### config.mk
export PLATFORM = sky130hd
export DESIGN_NAME = annexb_param_set_unit_classifier_flat
export DESIGN_NICKNAME = d
export VERILOG_FILES = /design/src/rtl/apsu_pkg.sv /design/src/rtl/apsu_in_if.sv /design/src/rtl/apsu_out_if.sv /design/src/rtl/annexb_param_set_unit_classifier.sv /design/src/flat_wrapper.sv
export SDC_FILE = /design/constraint.sdc
export NUM_CORES = 1
export LEC_CHECK = 0
export BUFFER_PORTS_ARGS = -buffer_cell sky130_fd_sc_hd__buf_2
export CORE_ASPECT_RATIO = 0.9
export CORE_UTILIZATION = 28
export CTS_CLUSTER_DIAMETER = 30
export DETAILED_ROUTE_END_ITERATION = 10
export HOLD_SLACK_MARGIN = 0.08
export PLACE_DENSITY_LB_ADDON = 0.25
export SYNTH_ARGS = -nofsm -noshare
export SYNTH_HDL_FRONTEND = slang
export SYNTH_SLANG_ARGS = --single-unit
export TNS_END_PERCENT = 100
### constraint.sdc
create_clock -name clk -period 2.6 [get_ports clk]
set_input_delay 0.26 -clock clk [delete_from_list [all_inputs] [get_ports clk]]
set_output_delay 0.26 -clock clk [all_outputs]
set_load 0.05 [all_outputs]
### src/rtl/apsu_pkg.sv
// Shared types, constants and header classification for the parameter-set unit classifier.
package apsu_pkg;

  localparam int BYTE_W  = 8;
  localparam int CODEC_W = 2;
  localparam int COUNT_W = 32;
  localparam int TAG_W   = 42;
  localparam int RUN_W   = 2;

  typedef logic [BYTE_W-1:0]  byte_t;
  typedef logic [CODEC_W-1:0] codec_t;
  typedef logic [COUNT_W-1:0] count_t;
  typedef logic [TAG_W-1:0]   tag_t;
  typedef logic [RUN_W-1:0]   run_t;

  localparam codec_t CODEC_H264  = 2'd0;
  localparam codec_t CODEC_HEVC  = 2'd1;
  localparam codec_t CODEC_OTHER = 2'd2;

  localparam tag_t   TAG_STEP    = 42'd1000;
  localparam run_t   RUN_MAX     = 2'd3;
  localparam run_t   RUN_START   = 2'd2;
  localparam byte_t  BYTE_ZERO   = 8'h00;
  localparam byte_t  BYTE_ONE    = 8'h01;
  localparam count_t COUNT_LAST  = '1;

  // A NAL header byte is VCL for H.264 when the type is 1 to 5, and for HEVC
  // when the six-bit type is below 32. Any other codec counts as VCL.
  function automatic logic header_is_vcl(input codec_t codec, input byte_t b);
    logic [4:0] avc_type;
    logic [5:0] hevc_type;
    logic       vcl;
    avc_type  = b[4:0];
    hevc_type = b[6:1];
    case (codec)
      CODEC_H264: vcl = (avc_type >= 5'd1) && (avc_type <= 5'd5);
      CODEC_HEVC: vcl = (hevc_type < 6'd32);
      default:    vcl = 1'b1;
    endcase
    return vcl;
  endfunction

endpackage

### src/rtl/apsu_in_if.sv
// Valid/ready channel that carries one access-unit byte per beat.
interface apsu_in_if
  import apsu_pkg::*;
();
  logic  valid;
  logic  ready;
  byte_t unit_byte;
  logic  unit_end;

  modport source (output valid, output unit_byte, output unit_end, input ready);
  modport sink   (input valid, input unit_byte, input unit_end, output ready);
endinterface

### src/rtl/apsu_out_if.sv
// Valid/ready channel that carries one per-unit classification result per beat.
interface apsu_out_if
  import apsu_pkg::*;
();
  logic valid;
  logic ready;
  logic param_sets_only;
  logic nal_found;
  tag_t sequence_tag;

  modport source (output valid, output param_sets_only, output nal_found,
                  output sequence_tag, input ready);
  modport sink   (input valid, input param_sets_only, input nal_found,
                  input sequence_tag, output ready);
endinterface

### src/rtl/annexb_param_set_unit_classifier.sv
// Top level of the Annex-B parameter-set unit classifier.
//
//   Channel      Direction  Beat payload
//   -----------  ---------  ----------------------------------------------
//   unit_chan    in         unit_byte[7:0], unit_end
//   result_chan  out        param_sets_only, nal_found, sequence_tag[41:0]
//   cfg_we/wdata in         codec_kind[1:0], written when cfg_we is high
//
// An accepted byte is held in the input register and scanned from there; a byte
// that ends a unit loads the result register when it is scanned, and the result
// is offered from that register. The block sustains one byte per clock; a full
// result register stalls only bytes that end a unit, and the input register
// accepts a new byte in the same cycle it drains. Reset (synchronous, active
// high) clears the scan state, the VCL unit counter, the codec register and
// both valid flags.
module annexb_param_set_unit_classifier
  import apsu_pkg::*;
(
  input  logic       clk,
  input  logic       rst,
  input  logic       cfg_we,
  input  codec_t     cfg_wdata,
  apsu_in_if.sink    unit_chan,
  apsu_out_if.source result_chan
);

  // Codec selection register.
  codec_t codec_kind;

  // Input register stage.
  logic  in_valid;
  byte_t in_byte;
  logic  in_end;

  // Scan state carried across bytes of a unit.
  run_t zero_run, zero_run_next;
  logic expect_header, expect_header_next;
  logic any_nal_seen, any_nal_seen_next;
  logic vcl_seen, vcl_seen_next;

  // The counter and its scaled copy. The copy always equals the counter times
  // the tag step, so no multiplier sits in the result path.
  count_t vcl_unit_count;
  tag_t   tag_base;

  // Result register.
  logic out_valid;
  logic out_ps_only;
  logic out_nal_found;
  tag_t out_tag;

  logic out_free;
  logic scan_go;
  logic known_codec;
  logic ps_only;
  tag_t tag_value;

  assign out_free  = !out_valid || result_chan.ready;
  // A byte that ends a unit needs room in the result register; others never wait.
  assign scan_go   = in_valid && (!in_end || out_free);
  assign unit_chan.ready = !in_valid || scan_go;

  assign result_chan.valid           = out_valid;
  assign result_chan.param_sets_only = out_ps_only;
  assign result_chan.nal_found       = out_nal_found;
  assign result_chan.sequence_tag    = out_tag;

  // Start-code scan for the byte in the input register. The byte after a
  // start code is a header and never counts as a zero.
  always_comb begin
    zero_run_next      = zero_run;
    expect_header_next = expect_header;
    any_nal_seen_next  = any_nal_seen;
    vcl_seen_next      = vcl_seen;
    if (expect_header) begin
      expect_header_next = 1'b0;
      any_nal_seen_next  = 1'b1;
      if (header_is_vcl(codec_kind, in_byte)) begin
        vcl_seen_next = 1'b1;
      end
      zero_run_next = '0;
    end else if (in_byte == BYTE_ZERO) begin
      if (zero_run != RUN_MAX) begin
        zero_run_next = zero_run + run_t'(1);
      end
    end else begin
      if (in_byte == BYTE_ONE && zero_run >= RUN_START) begin
        expect_header_next = 1'b1;
      end
      zero_run_next = '0;
    end
  end

  // Unit summary, formed from the state after this byte is scanned.
  assign known_codec = (codec_kind == CODEC_H264) || (codec_kind == CODEC_HEVC);
  assign ps_only     = known_codec && any_nal_seen_next && !vcl_seen_next;
  assign tag_value   = ps_only ? tag_base : tag_base + TAG_STEP;

  always_ff @(posedge clk) begin
    if (rst) begin
      codec_kind <= CODEC_H264;
    end else if (cfg_we) begin
      codec_kind <= cfg_wdata;
    end
  end

  always_ff @(posedge clk) begin
    if (rst) begin
      in_valid <= 1'b0;
    end else if (unit_chan.valid && unit_chan.ready) begin
      in_valid <= 1'b1;
    end else if (scan_go) begin
      in_valid <= 1'b0;
    end
  end

  always_ff @(posedge clk) begin
    if (unit_chan.valid && unit_chan.ready) begin
      in_byte <= unit_chan.unit_byte;
      in_end  <= unit_chan.unit_end;
    end
  end

  always_ff @(posedge clk) begin
    if (rst) begin
      zero_run       <= '0;
      expect_header  <= 1'b0;
      any_nal_seen   <= 1'b0;
      vcl_seen       <= 1'b0;
      vcl_unit_count <= '0;
      tag_base       <= '0;
    end else if (scan_go) begin
      if (in_end) begin
        // The unit is closed: the scan starts over for the next one.
        zero_run      <= '0;
        expect_header <= 1'b0;
        any_nal_seen  <= 1'b0;
        vcl_seen      <= 1'b0;
        if (!ps_only) begin
          vcl_unit_count <= vcl_unit_count + count_t'(1);
          // The counter wraps to zero, and its scaled copy with it.
          tag_base <= (vcl_unit_count == COUNT_LAST) ? '0 : tag_base + TAG_STEP;
        end
      end else begin
        zero_run      <= zero_run_next;
        expect_header <= expect_header_next;
        any_nal_seen  <= any_nal_seen_next;
        vcl_seen      <= vcl_seen_next;
      end
    end
  end

  always_ff @(posedge clk) begin
    if (rst) begin
      out_valid <= 1'b0;
    end else if (scan_go && in_end) begin
      out_valid <= 1'b1;
    end else if (result_chan.ready) begin
      out_valid <= 1'b0;
    end
  end

  always_ff @(posedge clk) begin
    if (scan_go && in_end) begin
      out_ps_only   <= ps_only;
      out_nal_found <= any_nal_seen_next;
      out_tag       <= tag_value;
    end
  end

endmodule
### src/flat_wrapper.sv
// flat-port wrapper written by rule: the top's interface ports become plain ports
module annexb_param_set_unit_classifier_flat import apsu_pkg::*;
  (clk, rst, cfg_we, cfg_wdata, unit_chan_valid, unit_chan_unit_byte, unit_chan_unit_end, unit_chan_ready, result_chan_valid, result_chan_param_sets_only, result_chan_nal_found, result_chan_sequence_tag, result_chan_ready);
  apsu_in_if unit_chan_i ();
  apsu_out_if result_chan_i ();
  input  logic clk;
  input  logic rst;
  input  logic cfg_we;
  input  codec_t cfg_wdata;
  input wire logic [$bits(unit_chan_i.valid)-1:0] unit_chan_valid;
  input wire logic [$bits(unit_chan_i.unit_byte)-1:0] unit_chan_unit_byte;
  input wire logic [$bits(unit_chan_i.unit_end)-1:0] unit_chan_unit_end;
  output wire logic [$bits(unit_chan_i.ready)-1:0] unit_chan_ready;
  output wire logic [$bits(result_chan_i.valid)-1:0] result_chan_valid;
  output wire logic [$bits(result_chan_i.param_sets_only)-1:0] result_chan_param_sets_only;
  output wire logic [$bits(result_chan_i.nal_found)-1:0] result_chan_nal_found;
  output wire logic [$bits(result_chan_i.sequence_tag)-1:0] result_chan_sequence_tag;
  input wire logic [$bits(result_chan_i.ready)-1:0] result_chan_ready;
  assign unit_chan_i.valid = unit_chan_valid;
  assign unit_chan_i.unit_byte = unit_chan_unit_byte;
  assign unit_chan_i.unit_end = unit_chan_unit_end;
  assign unit_chan_ready = unit_chan_i.ready;
  assign result_chan_valid = result_chan_i.valid;
  assign result_chan_param_sets_only = result_chan_i.param_sets_only;
  assign result_chan_nal_found = result_chan_i.nal_found;
  assign result_chan_sequence_tag = result_chan_i.sequence_tag;
  assign result_chan_i.ready = result_chan_ready;
  annexb_param_set_unit_classifier u_core (.clk(clk), .rst(rst), .cfg_we(cfg_we), .cfg_wdata(cfg_wdata), .unit_chan(unit_chan_i), .result_chan(result_chan_i));
endmodule
==> results.yml, run 1 <==
min_path:
  hp-class: "in2reg"
  hold_path_end: "u_core.in_valid"
  holdPathStages: 3
  worstHoldStart: "unit_chan_valid"
clocking:
  cts_made_buffers: 17
  clk_pin_slew_ps: 60
  hold_buffers: 11
  cts_root_buf: "clkbuf_16"
  cts_sinks: 130
  cts_max_level: 4
  cts_resized: 0
  post_cts_buffers: 0
  clock_latency_ps: 420
  clockBufferDepth: 2
  cts_tree: "done"
global_route:
  track_usage_pct: 13.8
  grt_pass1_vias: 4609
  grt_max_degree: 45
  grt_pass1_wl_mm: 23.9
  gr-total-overflow: 0
  antenna_found_initial: 0
route:
  wl_per_cell_um: 14.0
  ant_nets: 0
  drtIter0Drc: 285
  drc: 0
  via_per_inst: 4.72
  num_vias: 4931
  drt_wl_total_mm: 14.6
  dr.pass1.iters: 5
cells_and_area:
  antenna_cells: 0
  drive_gt1_share_pct: 18.2
  stdcell_count: 1045
  fillCellCount: 2192
  fin_nets: 761
  layout-area-overhead-vs-synth_pct: 23.5
  multiInputGateArea_um2: 2860
  regArea_um2: 3100
synthesis:
  synth-edff-count: 50
  muxShareOfSynthArea_pct: 0.647
  synth_async_sr_flop_share_pct: 0
  ys_types: 57
  synth.avg_cell_area_um2: 9.43
  synth_xor_xnor_area_share_pct: 9.91
  netlist_area_um2: 6190
  ys_ff_latch: 130
  synth-simple-area-share_pct: 23.6
  synth_top_family_by_area: "simple AND/OR/NAND/NOR gates"
  synthTopCellsByArea: "dfxtp_1, edfxtp_1, xor2_1"
  yosysTopAreaCellShare_pct: 25.9
  synth_warnings: 0
  synth_compound_area_share_pct: 11.0
  synth_flop_cell: "dfxtp_1"
  synth_cells: 656
  synth_top_cell_by_area: "dfxtp_1"
  synthAdderAreaFrac_pct: 0.809
  yosysSeqAreaShare_pct: 50.2
floorplan:
  die_x_um: 159
  start_util_pct: 28.6
  dieArea_um2: 22700
  core_area_um2: 21600
  row_count: 51
  die_y_um: 143
  design.portCount: 62
sta:
  rsz0062_at_grt: "false"
  finClkSkew_ps: 11.9
  fin_crit_ps: 2380
  finalMaxSlewViolations: 0
  setup_tns_ps: 0
  maxSlewHeadroom_pct: 47.2
  period_share_pct: 91.7
  tightest_slew_ps: 789
  fmax_mhz: 420
  setup_viol: 0
  final_hold_viol_count: 0
critical_path:
  r2r_cells: 6
  ff2ff_setup_slack_ps: 220
  cp_max_fo: 10
  crit_path_end_kind: "flop"
  reg2reg_to: "u_core.tag_base[41]"
  reg2reg_from: "u_core.tag_base[12]"
  cp-start-kind: "flop"
  cp.required_ps: 2940
  path_class: "reg2reg"
  critPathArrivalTime_ps: 2730
placement:
  place_inst: 1002
  hpwl_mm: 9.85
  gp_congestion: 0.793
  port_buffers: 58
power_and_ir_drop:
  p_per_area_nw_per_um2: 644
  p_leak_nw: 2.80
  vdd_drop_max_uv: 350
run_status:
  status: "complete, no violations"
job:
  cap_violations: 0
placed cells by master (no fill, tap or decap), types with 7 or more instances in the layout:
| cell | count |
|---|---|
| dfxtp_1 | 80 |
| nor2_1 | 76 |
| nand2_1 | 59 |
| buf_2 | 58 |
| edfxtp_1 | 50 |
| xor2_1 | 40 |
| a21oi_1 | 39 |
| o21ai_0 | 34 |
| buf_4 | 31 |
| xnor2_1 | 30 |
| nand3_1 | 29 |
| or3_1 | 21 |
| nor3_1 | 21 |
| clkbuf_16 | 18 |
| nand4_1 | 17 |
| inv_1 | 15 |
| a31oi_1 | 15 |
| dlygate4sd3_1 | 11 |
| and4_1 | 10 |
| and3_1 | 9 |
| nand3b_1 | 7 |
critical path, cell delays in order (launching register included):
cell and delay [ps]:
dfxtp_1 470, and4_4 290, nand4_4 230, nor4_4 590
nand4_1 200, or3_1 390, a21oi_1 150
synth_stat cells (7+ instances only):
cell type and number:
dfxtp_1 80, nor2_1 76, nand2_1 59, edfxtp_1 50
xor2_1 40, a21oi_1 39, o21ai_0 34, xnor2_1 30
nand3_1 29, nor3_1 21, or3_1 21, nand4_1 17
inv_1 16, a31oi_1 15, clkbuf_1 15, buf_2 13
and4_1 10, and3_1 9, nand3b_1 7
through the flow:
step	hold WS, ps	area, um^2	utilization (%)	power, mW	worst slack [ps]
floorplan	359	6200	-	2.48	32.1
global placement	436	6940	32.1	2.60	357
detailed placement	438	6940	32.1	2.60	317
CTS	100	7640	35.3	4.99	237
global route	126	7640	35.3	5.11	33.5
finish	123	7640	35.3	4.92	217
per-layer routing:
metal | track usage [%] | up-vias | share of wire, %
met2 | 21.7 | 115 | 46
li1 | - | 2506 | -
met3 | 3.70 | 6 | 4.2
met1 | 18.2 | 2304 | 49
met5 | 0 | - | 0
met4 | 4.40 | 0 | 0.51
kinds of logic (layout without fill, tap and decap cells):
group	count (synthesis)	in the layout
buffers and inverters	54	150
and+or+nand+nor	280	280
DFF	130	130
xor gates and xnor gates	70	70
muxes	4	4
adders and majority gates	4	4
other	1	3
AOI/OAI and AO/OA	113	113
area by class of cell:
| cell class | instances | area share (%) |
|---|---|---|
| multi-input combinational | 474 | 37.5 |
| inverter | 17 | 0.884 |
| clock buffer | 20 | 6.13 |
| clock inverter | 12 | 1.57 |
| tap | 291 | 4.77 |
| sequential | 130 | 40.6 |
| timing repair buffer | 101 | 8.55 |
worst max path at each step:
stage                             startpoint                  end  slack (ps)
floorplan           u_core.result_chan.valid  u_core.tag_base[33]          30
global placement         u_core.tag_base[12]  u_core.tag_base[41]         360
detailed placement       u_core.tag_base[12]  u_core.tag_base[41]         320
CTS                      u_core.tag_base[12]  u_core.tag_base[41]         240
global route              u_core.tag_base[3]  u_core.tag_base[41]          30
finish                   u_core.tag_base[12]  u_core.tag_base[41]         220
power breakdown:
| part | internal [mW] | leakage (nW) | switching, mW |
|---|---|---|---|
| clock | 1.41 | 0.283 | 0.948 |
| combinational | 0.112 | 1.44 | 0.254 |
| sequential | 2.17 | 1.08 | 0.0273 |
| total | 3.69 | 2.80 | 1.23 |
state kept, by name, indices dropped and copies added (netlist names):
signal                              count
u_core.result_chan.sequence_tag        39
u_core.result_chan.valid                1
u_core.result_chan.nal_found            1
u_core.vcl_seen                         1
u_core.expect_header                    1
u_core.in_byte                          8
u_core.zero_run                         2
u_core.any_nal_seen                     1
u_core.vcl_unit_count                  32
u_core.result_chan.param_sets_only      1
u_core.codec_kind                       2
u_core.in_valid                         1
u_core.tag_base                        39
u_core.in_end                           1
No activity file was read; power rests on OpenSTA's default activity.
==> inputs of run 2 (changes only) <==
--- a/config.mk
+++ b/config.mk
@@ -12,6 +12,7 @@
 export DETAILED_ROUTE_END_ITERATION = 10
 export HOLD_SLACK_MARGIN = 0.08
 export PLACE_DENSITY_LB_ADDON = 0.25
+export RECOVER_POWER = 25
 export SYNTH_ARGS = -nofsm -noshare
 export SYNTH_HDL_FRONTEND = slang
 export SYNTH_SLANG_ARGS = --single-unit
==> results.yml, run 2 (same netlist as run 1, synthesis figures left out) <==
job:
  cap_violations: 0
critical_path:
  critPathArrivalTime_ps: 2730
  r2r_cells: 6
  reg2reg_to: "u_core.tag_base[41]"
  cp-start-kind: "flop"
  worstSetupStartpoint: "u_core.tag_base[12]"
  cp.required_ps: 2940
  path_class: "reg2reg"
  ff2ff_setup_slack_ps: 210
  crit_chain: "and4_4 -> nand4_4 -> nor4_4 -> nand4_1 -> or3_1 -> a21oi_1"
  crit_slowest_cell: "nor4_4"
  reg2reg_from: "u_core.tag_base[12]"
  critPathTopFamily: "simple AND/OR/NAND/NOR gates"
  crit_path_end_kind: "flop"
  cp_max_fo: 10
  cpPeakStageDelay_ps: 590
  worst-path-buf-inv: 0
floorplan:
  die_x_um: 159
  dieArea_um2: 22700
  core_area_um2: 21600
  design.portCount: 62
  row_count: 51
  die_y_um: 143
  start_util_pct: 28.6
clocking:
  cts_sinks: 130
  clock_latency_ps: 420
  cts_tree: "done"
  clockBufferDepth: 2
  post_cts_buffers: 0
  clk_pin_slew_ps: 60
  cts_root_buf: "clkbuf_16"
  cts_max_level: 4
  cts_made_buffers: 17
power_and_ir_drop:
  power_switching_mw: 1.23
  power_frac_comb_pct: 7.3
  power.clock.fraction_pct: 48.0
  vdd_drop_max_uv: 350
  switching_share_pct: 25.0
  p_leak_nw: 2.72
  intPower_mw: 3.69
  p_per_area_nw_per_um2: 648
  power_frac_seq_pct: 44.7
sta:
  setup_tns_ps: 0
  fin_crit_ps: 2390
  fmax_mhz: 419
  final_hold_viol_count: 0
  rsz0062_at_grt: "false"
  holdWs_ps: 123
  tightest_slew_ps: 743
  setup_viol: 0
  finClkSkew_ps: 11.8
  finalMaxSlewViolations: 0
  maxSlewHeadroom_pct: 50.3
  period_share_pct: 91.8
route:
  dr.pass1.iters: 5
  num_vias: 4938
  drtIter0Drc: 287
  drc: 0
  via_per_inst: 4.73
  drt_wl_total_mm: 14.7
  wl_per_cell_um: 14.0
  ant_nets: 0
cells_and_area:
  final_common_cell: "dfxtp_1"
  regArea_um2: 3100
  fillCellCount: 2208
  fin_nets: 761
  antenna_cells: 0
  final_cell_mix: "dfxtp_1, nor2_1, nand2_1, edfxtp_1, xor2_1"
  drive_gt1_share_pct: 13.8
  multiInputGateArea_um2: 2860
  layout-area-overhead-vs-synth_pct: 22.8
placement:
  gp_congestion: 0.793
  hpwl_mm: 9.85
  port_buffers: 58
min_path:
  holdPathStages: 3
  hold_path_end: "u_core.in_valid"
  worstHoldStart: "unit_chan_valid"
  hp-class: "in2reg"
global_route:
  antenna_found_initial: 0
  gr-total-overflow: 0
  grt_pass1_vias: 4609
  grt_pass1_wl_mm: 23.9
  grt_max_degree: 45
  track_usage_pct: 13.8
run_status:
  status: "complete, no violations"
run 2: cell types whose count changed in the layout (fill, tap and decap cells not counted):
cell	change
buf_4	-1
buf_2	-32
clkbuf_1	+33
run 2: layer usage:
layer | wire length (um) | track usage, % | vias up
li1 | - | - | 2507
met1 | 7220 | 18.2 | 2306
met2 | 6690 | 21.7 | 117
met3 | 647 | 3.70 | 8
met4 | 96 | 4.40 | 0
met5 | 0 | 0 | -
run 2: worst register-to-register path, cell delays in order (launching register included):
cell	delay, ps
dfxtp_1	470
and4_4	290
nand4_4	230
nor4_4	590
nand4_1	200
or3_1	390
a21oi_1	150
run 2: worst max-delay path by stage:
| stage | end | slack, ps | depth (start not counted) |
|---|---|---|---|
| 2_1_floorplan | u_core.tag_base[33] | 30 | 7 |
| 3_3_place_gp | u_core.tag_base[41] | 360 | 6 |
| 3_5_place_dp | u_core.tag_base[41] | 320 | 6 |
| 4_1_cts | u_core.tag_base[41] | 240 | 6 |
| 5_1_grt | u_core.tag_base[41] | 30 | 8 |
| 6_report | u_core.tag_base[41] | 210 | 6 |
run 2: final cells by class:
class / instances / share of cell area, %
inverters: 17 / 0.889
clock buffers: 20 / 6.16
multi-input cells: 474 / 37.7
flip-flops and latches: 130 / 40.8
repair buffers: 101 / 8.02
clock inverters: 12 / 1.58
well taps: 291 / 4.79
run 2: metrics by stage:
step | total power [mW] | utilization, % | worst slack, ps | cell area [um^2] | instances
floorplan | 2.48 | - | 32.1 | 6200 | 658
global placement | 2.60 | 32.1 | 357 | 6940 | 1002
detailed placement | 2.60 | 32.1 | 317 | 6940 | 1002
CTS | 4.99 | 35.3 | 237 | 7640 | 1045
global route | 5.10 | 35.1 | 33.5 | 7600 | 1045
finish | 4.92 | 35.1 | 214 | 7600 | 1045
run 2: timing repair:
item / 4_1_cts / 5_1_grt
hold endpoints to repair: 11 / 0
hold buffers: 11 / 0
resized for setup: 0 / 0
endpoints found under the setup margin: 0 / 0
run 2: power groups by stage:
stage	Sequential, mW	Combinational (mW)	Clock, mW
2_1_floorplan	2.33	0.156	0
3_3_place_gp	2.24	0.357	0
3_5_place_dp	2.24	0.357	0
4_1_cts	2.20	0.370	2.42
5_1_grt	2.20	0.394	2.51
6_report	2.20	0.361	2.36
==> inputs of run 3 (changes only) <==
--- a/config.mk
+++ b/config.mk
@@ -11,7 +11,6 @@
 export CTS_CLUSTER_DIAMETER = 30
 export DETAILED_ROUTE_END_ITERATION = 10
 export HOLD_SLACK_MARGIN = 0.08
-export PLACE_DENSITY_LB_ADDON = 0.25
 export RECOVER_POWER = 25
 export SYNTH_ARGS = -nofsm -noshare
 export SYNTH_HDL_FRONTEND = slang
==> results.yml, run 3 (same netlist as run 1, synthesis figures left out) <==
run_status:
  status: "complete, no violations"
power_and_ir_drop:
  vdd_drop_max_uv: 400
  p_leak_nw: 2.70
  p_per_area_nw_per_um2: 637
clocking:
  clock_latency_ps: 420
  cts_sinks: 130
  cts_max_level: 4
  cts_resized: 0
  clockBufferDepth: 2
  cts_tree: "done"
  cts_made_buffers: 17
  cts_root_buf: "clkbuf_16"
  clk_pin_slew_ps: 50
sta:
  tightest_slew_ps: 1490
  finClkSkew_ps: 10.2
  period_share_pct: 85.8
  final_hold_viol_count: 0
  rsz0062_at_grt: "false"
  finalMaxSlewViolations: 0
  fin_crit_ps: 2230
  setup_tns_ps: 0
  maxSlewHeadroom_pct: 0.938
  fin_ws_ps: 368
  fmax_mhz: 448
  setup_viol: 0
global_route:
  grt_pass1_vias: 4627
  antenna_found_initial: 0
  grt_max_degree: 67
  grt_pass1_wl_mm: 23.4
  gr-total-overflow: 0
  track_usage_pct: 13.5
route:
  ant_nets: 0
  num_vias: 5000
  wl_per_cell_um: 13.8
  via_per_inst: 4.79
  dr.pass1.iters: 5
  drt_wl_total_mm: 14.4
  drtIter0Drc: 376
  drc: 0
min_path:
  hp-class: "in2reg"
critical_path:
  cp-start-kind: "flop"
  cp.required_ps: 2920
  crit_path_end_kind: "flop"
  critPathArrivalTime_ps: 2550
  path_class: "reg2reg"
  cp_max_fo: 10
floorplan:
  dieArea_um2: 22700
  design.portCount: 62
  core_area_um2: 21600
  row_count: 51
  die_x_um: 159
  start_util_pct: 28.6
  die_y_um: 143
job:
  cap_violations: 0
cells_and_area:
  drive_gt1_share_pct: 12.9
  final_common_cell: "dfxtp_1"
  layout-area-overhead-vs-synth_pct: 21.8
  fillCellCount: 2207
  fin_nets: 760
  final_cell_mix: "dfxtp_1, nor2_1, nand2_1, edfxtp_1"
  antenna_cells: 0
placement:
  pre_cts_ws_ps: 395
  hpwl_mm: 9.53
  gp_congestion: 0.830
  port_buffers: 58
[run 3: cell types whose count changed in the layout (fill, tap and decap cells not counted)]
cell / change
clkbuf_2: +1
clkinvlp_4: -1
dlygate4sd3_1: -2
clkbuf_1: +6
inv_6: -4
clkinv_1: +2
clkinv_2: +2
bufinv_16: +1
clkinv_4: -4
clkbuf_8: -1
clkbuf_16: -1
[run 3: path summary, 6_finish.rpt]
| kind | from | to | slack, ps | cells past startpoint |
|---|---|---|---|---|
| worst max register to register | u_core.tag_base[12] | u_core.tag_base[32] | 370 | 6 |
| worst min register to register | u_core.vcl_unit_count[14] | u_core.vcl_unit_count[14] | 490 | 2 |
| worst min-delay path | cfg_wdata[0] | u_core.codec_kind[0] | 90 | 3 |
| worst max-delay path | u_core.tag_base[12] | u_core.tag_base[32] | 370 | 6 |
[run 3: layout make-up]
cell class	count	area, um^2	area share [%]
Sequential cell	130	3100	41.2
Multi-Input combinational cell	474	2860	38.0
Timing Repair Buffer	100	594	7.89
Clock buffer	24	452	5.99
Tap cell	291	364	4.83
Clock inverter	8	90.1	1.20
Inverter	17	67.6	0.897
[run 3: per-stage QoR]
stage / power, mW / utilization [%] / hold slack, ps / area (um^2) / cells
after floorplan: 2.48 / - / 359 / 6200 / 658
after global placement: 2.60 / 32.1 / 436 / 6950 / 1003
after detailed placement: 2.60 / 32.1 / 438 / 6950 / 1003
after CTS: 4.86 / 35.0 / 81.3 / 7580 / 1044
after global routing: 4.98 / 34.8 / 103 / 7530 / 1044
final: 4.80 / 34.8 / 91.6 / 7530 / 1044
[run 3: repair_timing]
action | in CTS | in global routing
endpoints found under the hold margin | 9 | 0
setup buffers | 0 | 0
hold buffers | 9 | 0
[run 3: worst max-delay path, stage by stage, from the launching register on]
cell and delay, ps:
dfxtp_1 450, and4_4 280, nand4_4 220, nor4_4 520
nand3_1 170, or3_1 360, a21oi_1 130
[run 3: where the power goes]
group | internal, mW | switching [mW]
clock network | 1.40 | 0.837
registers | 2.17 | 0.0288
logic | 0.104 | 0.258
total | 3.67 | 1.12
[run 3: metal layers]
layer | global-route usage (%) | share of wire [%]
met1 | 17.8 | 49
met2 | 20.9 | 45
met3 | 3.58 | 4.7
met4 | 5.16 | 1.2
met5 | 0 | 0
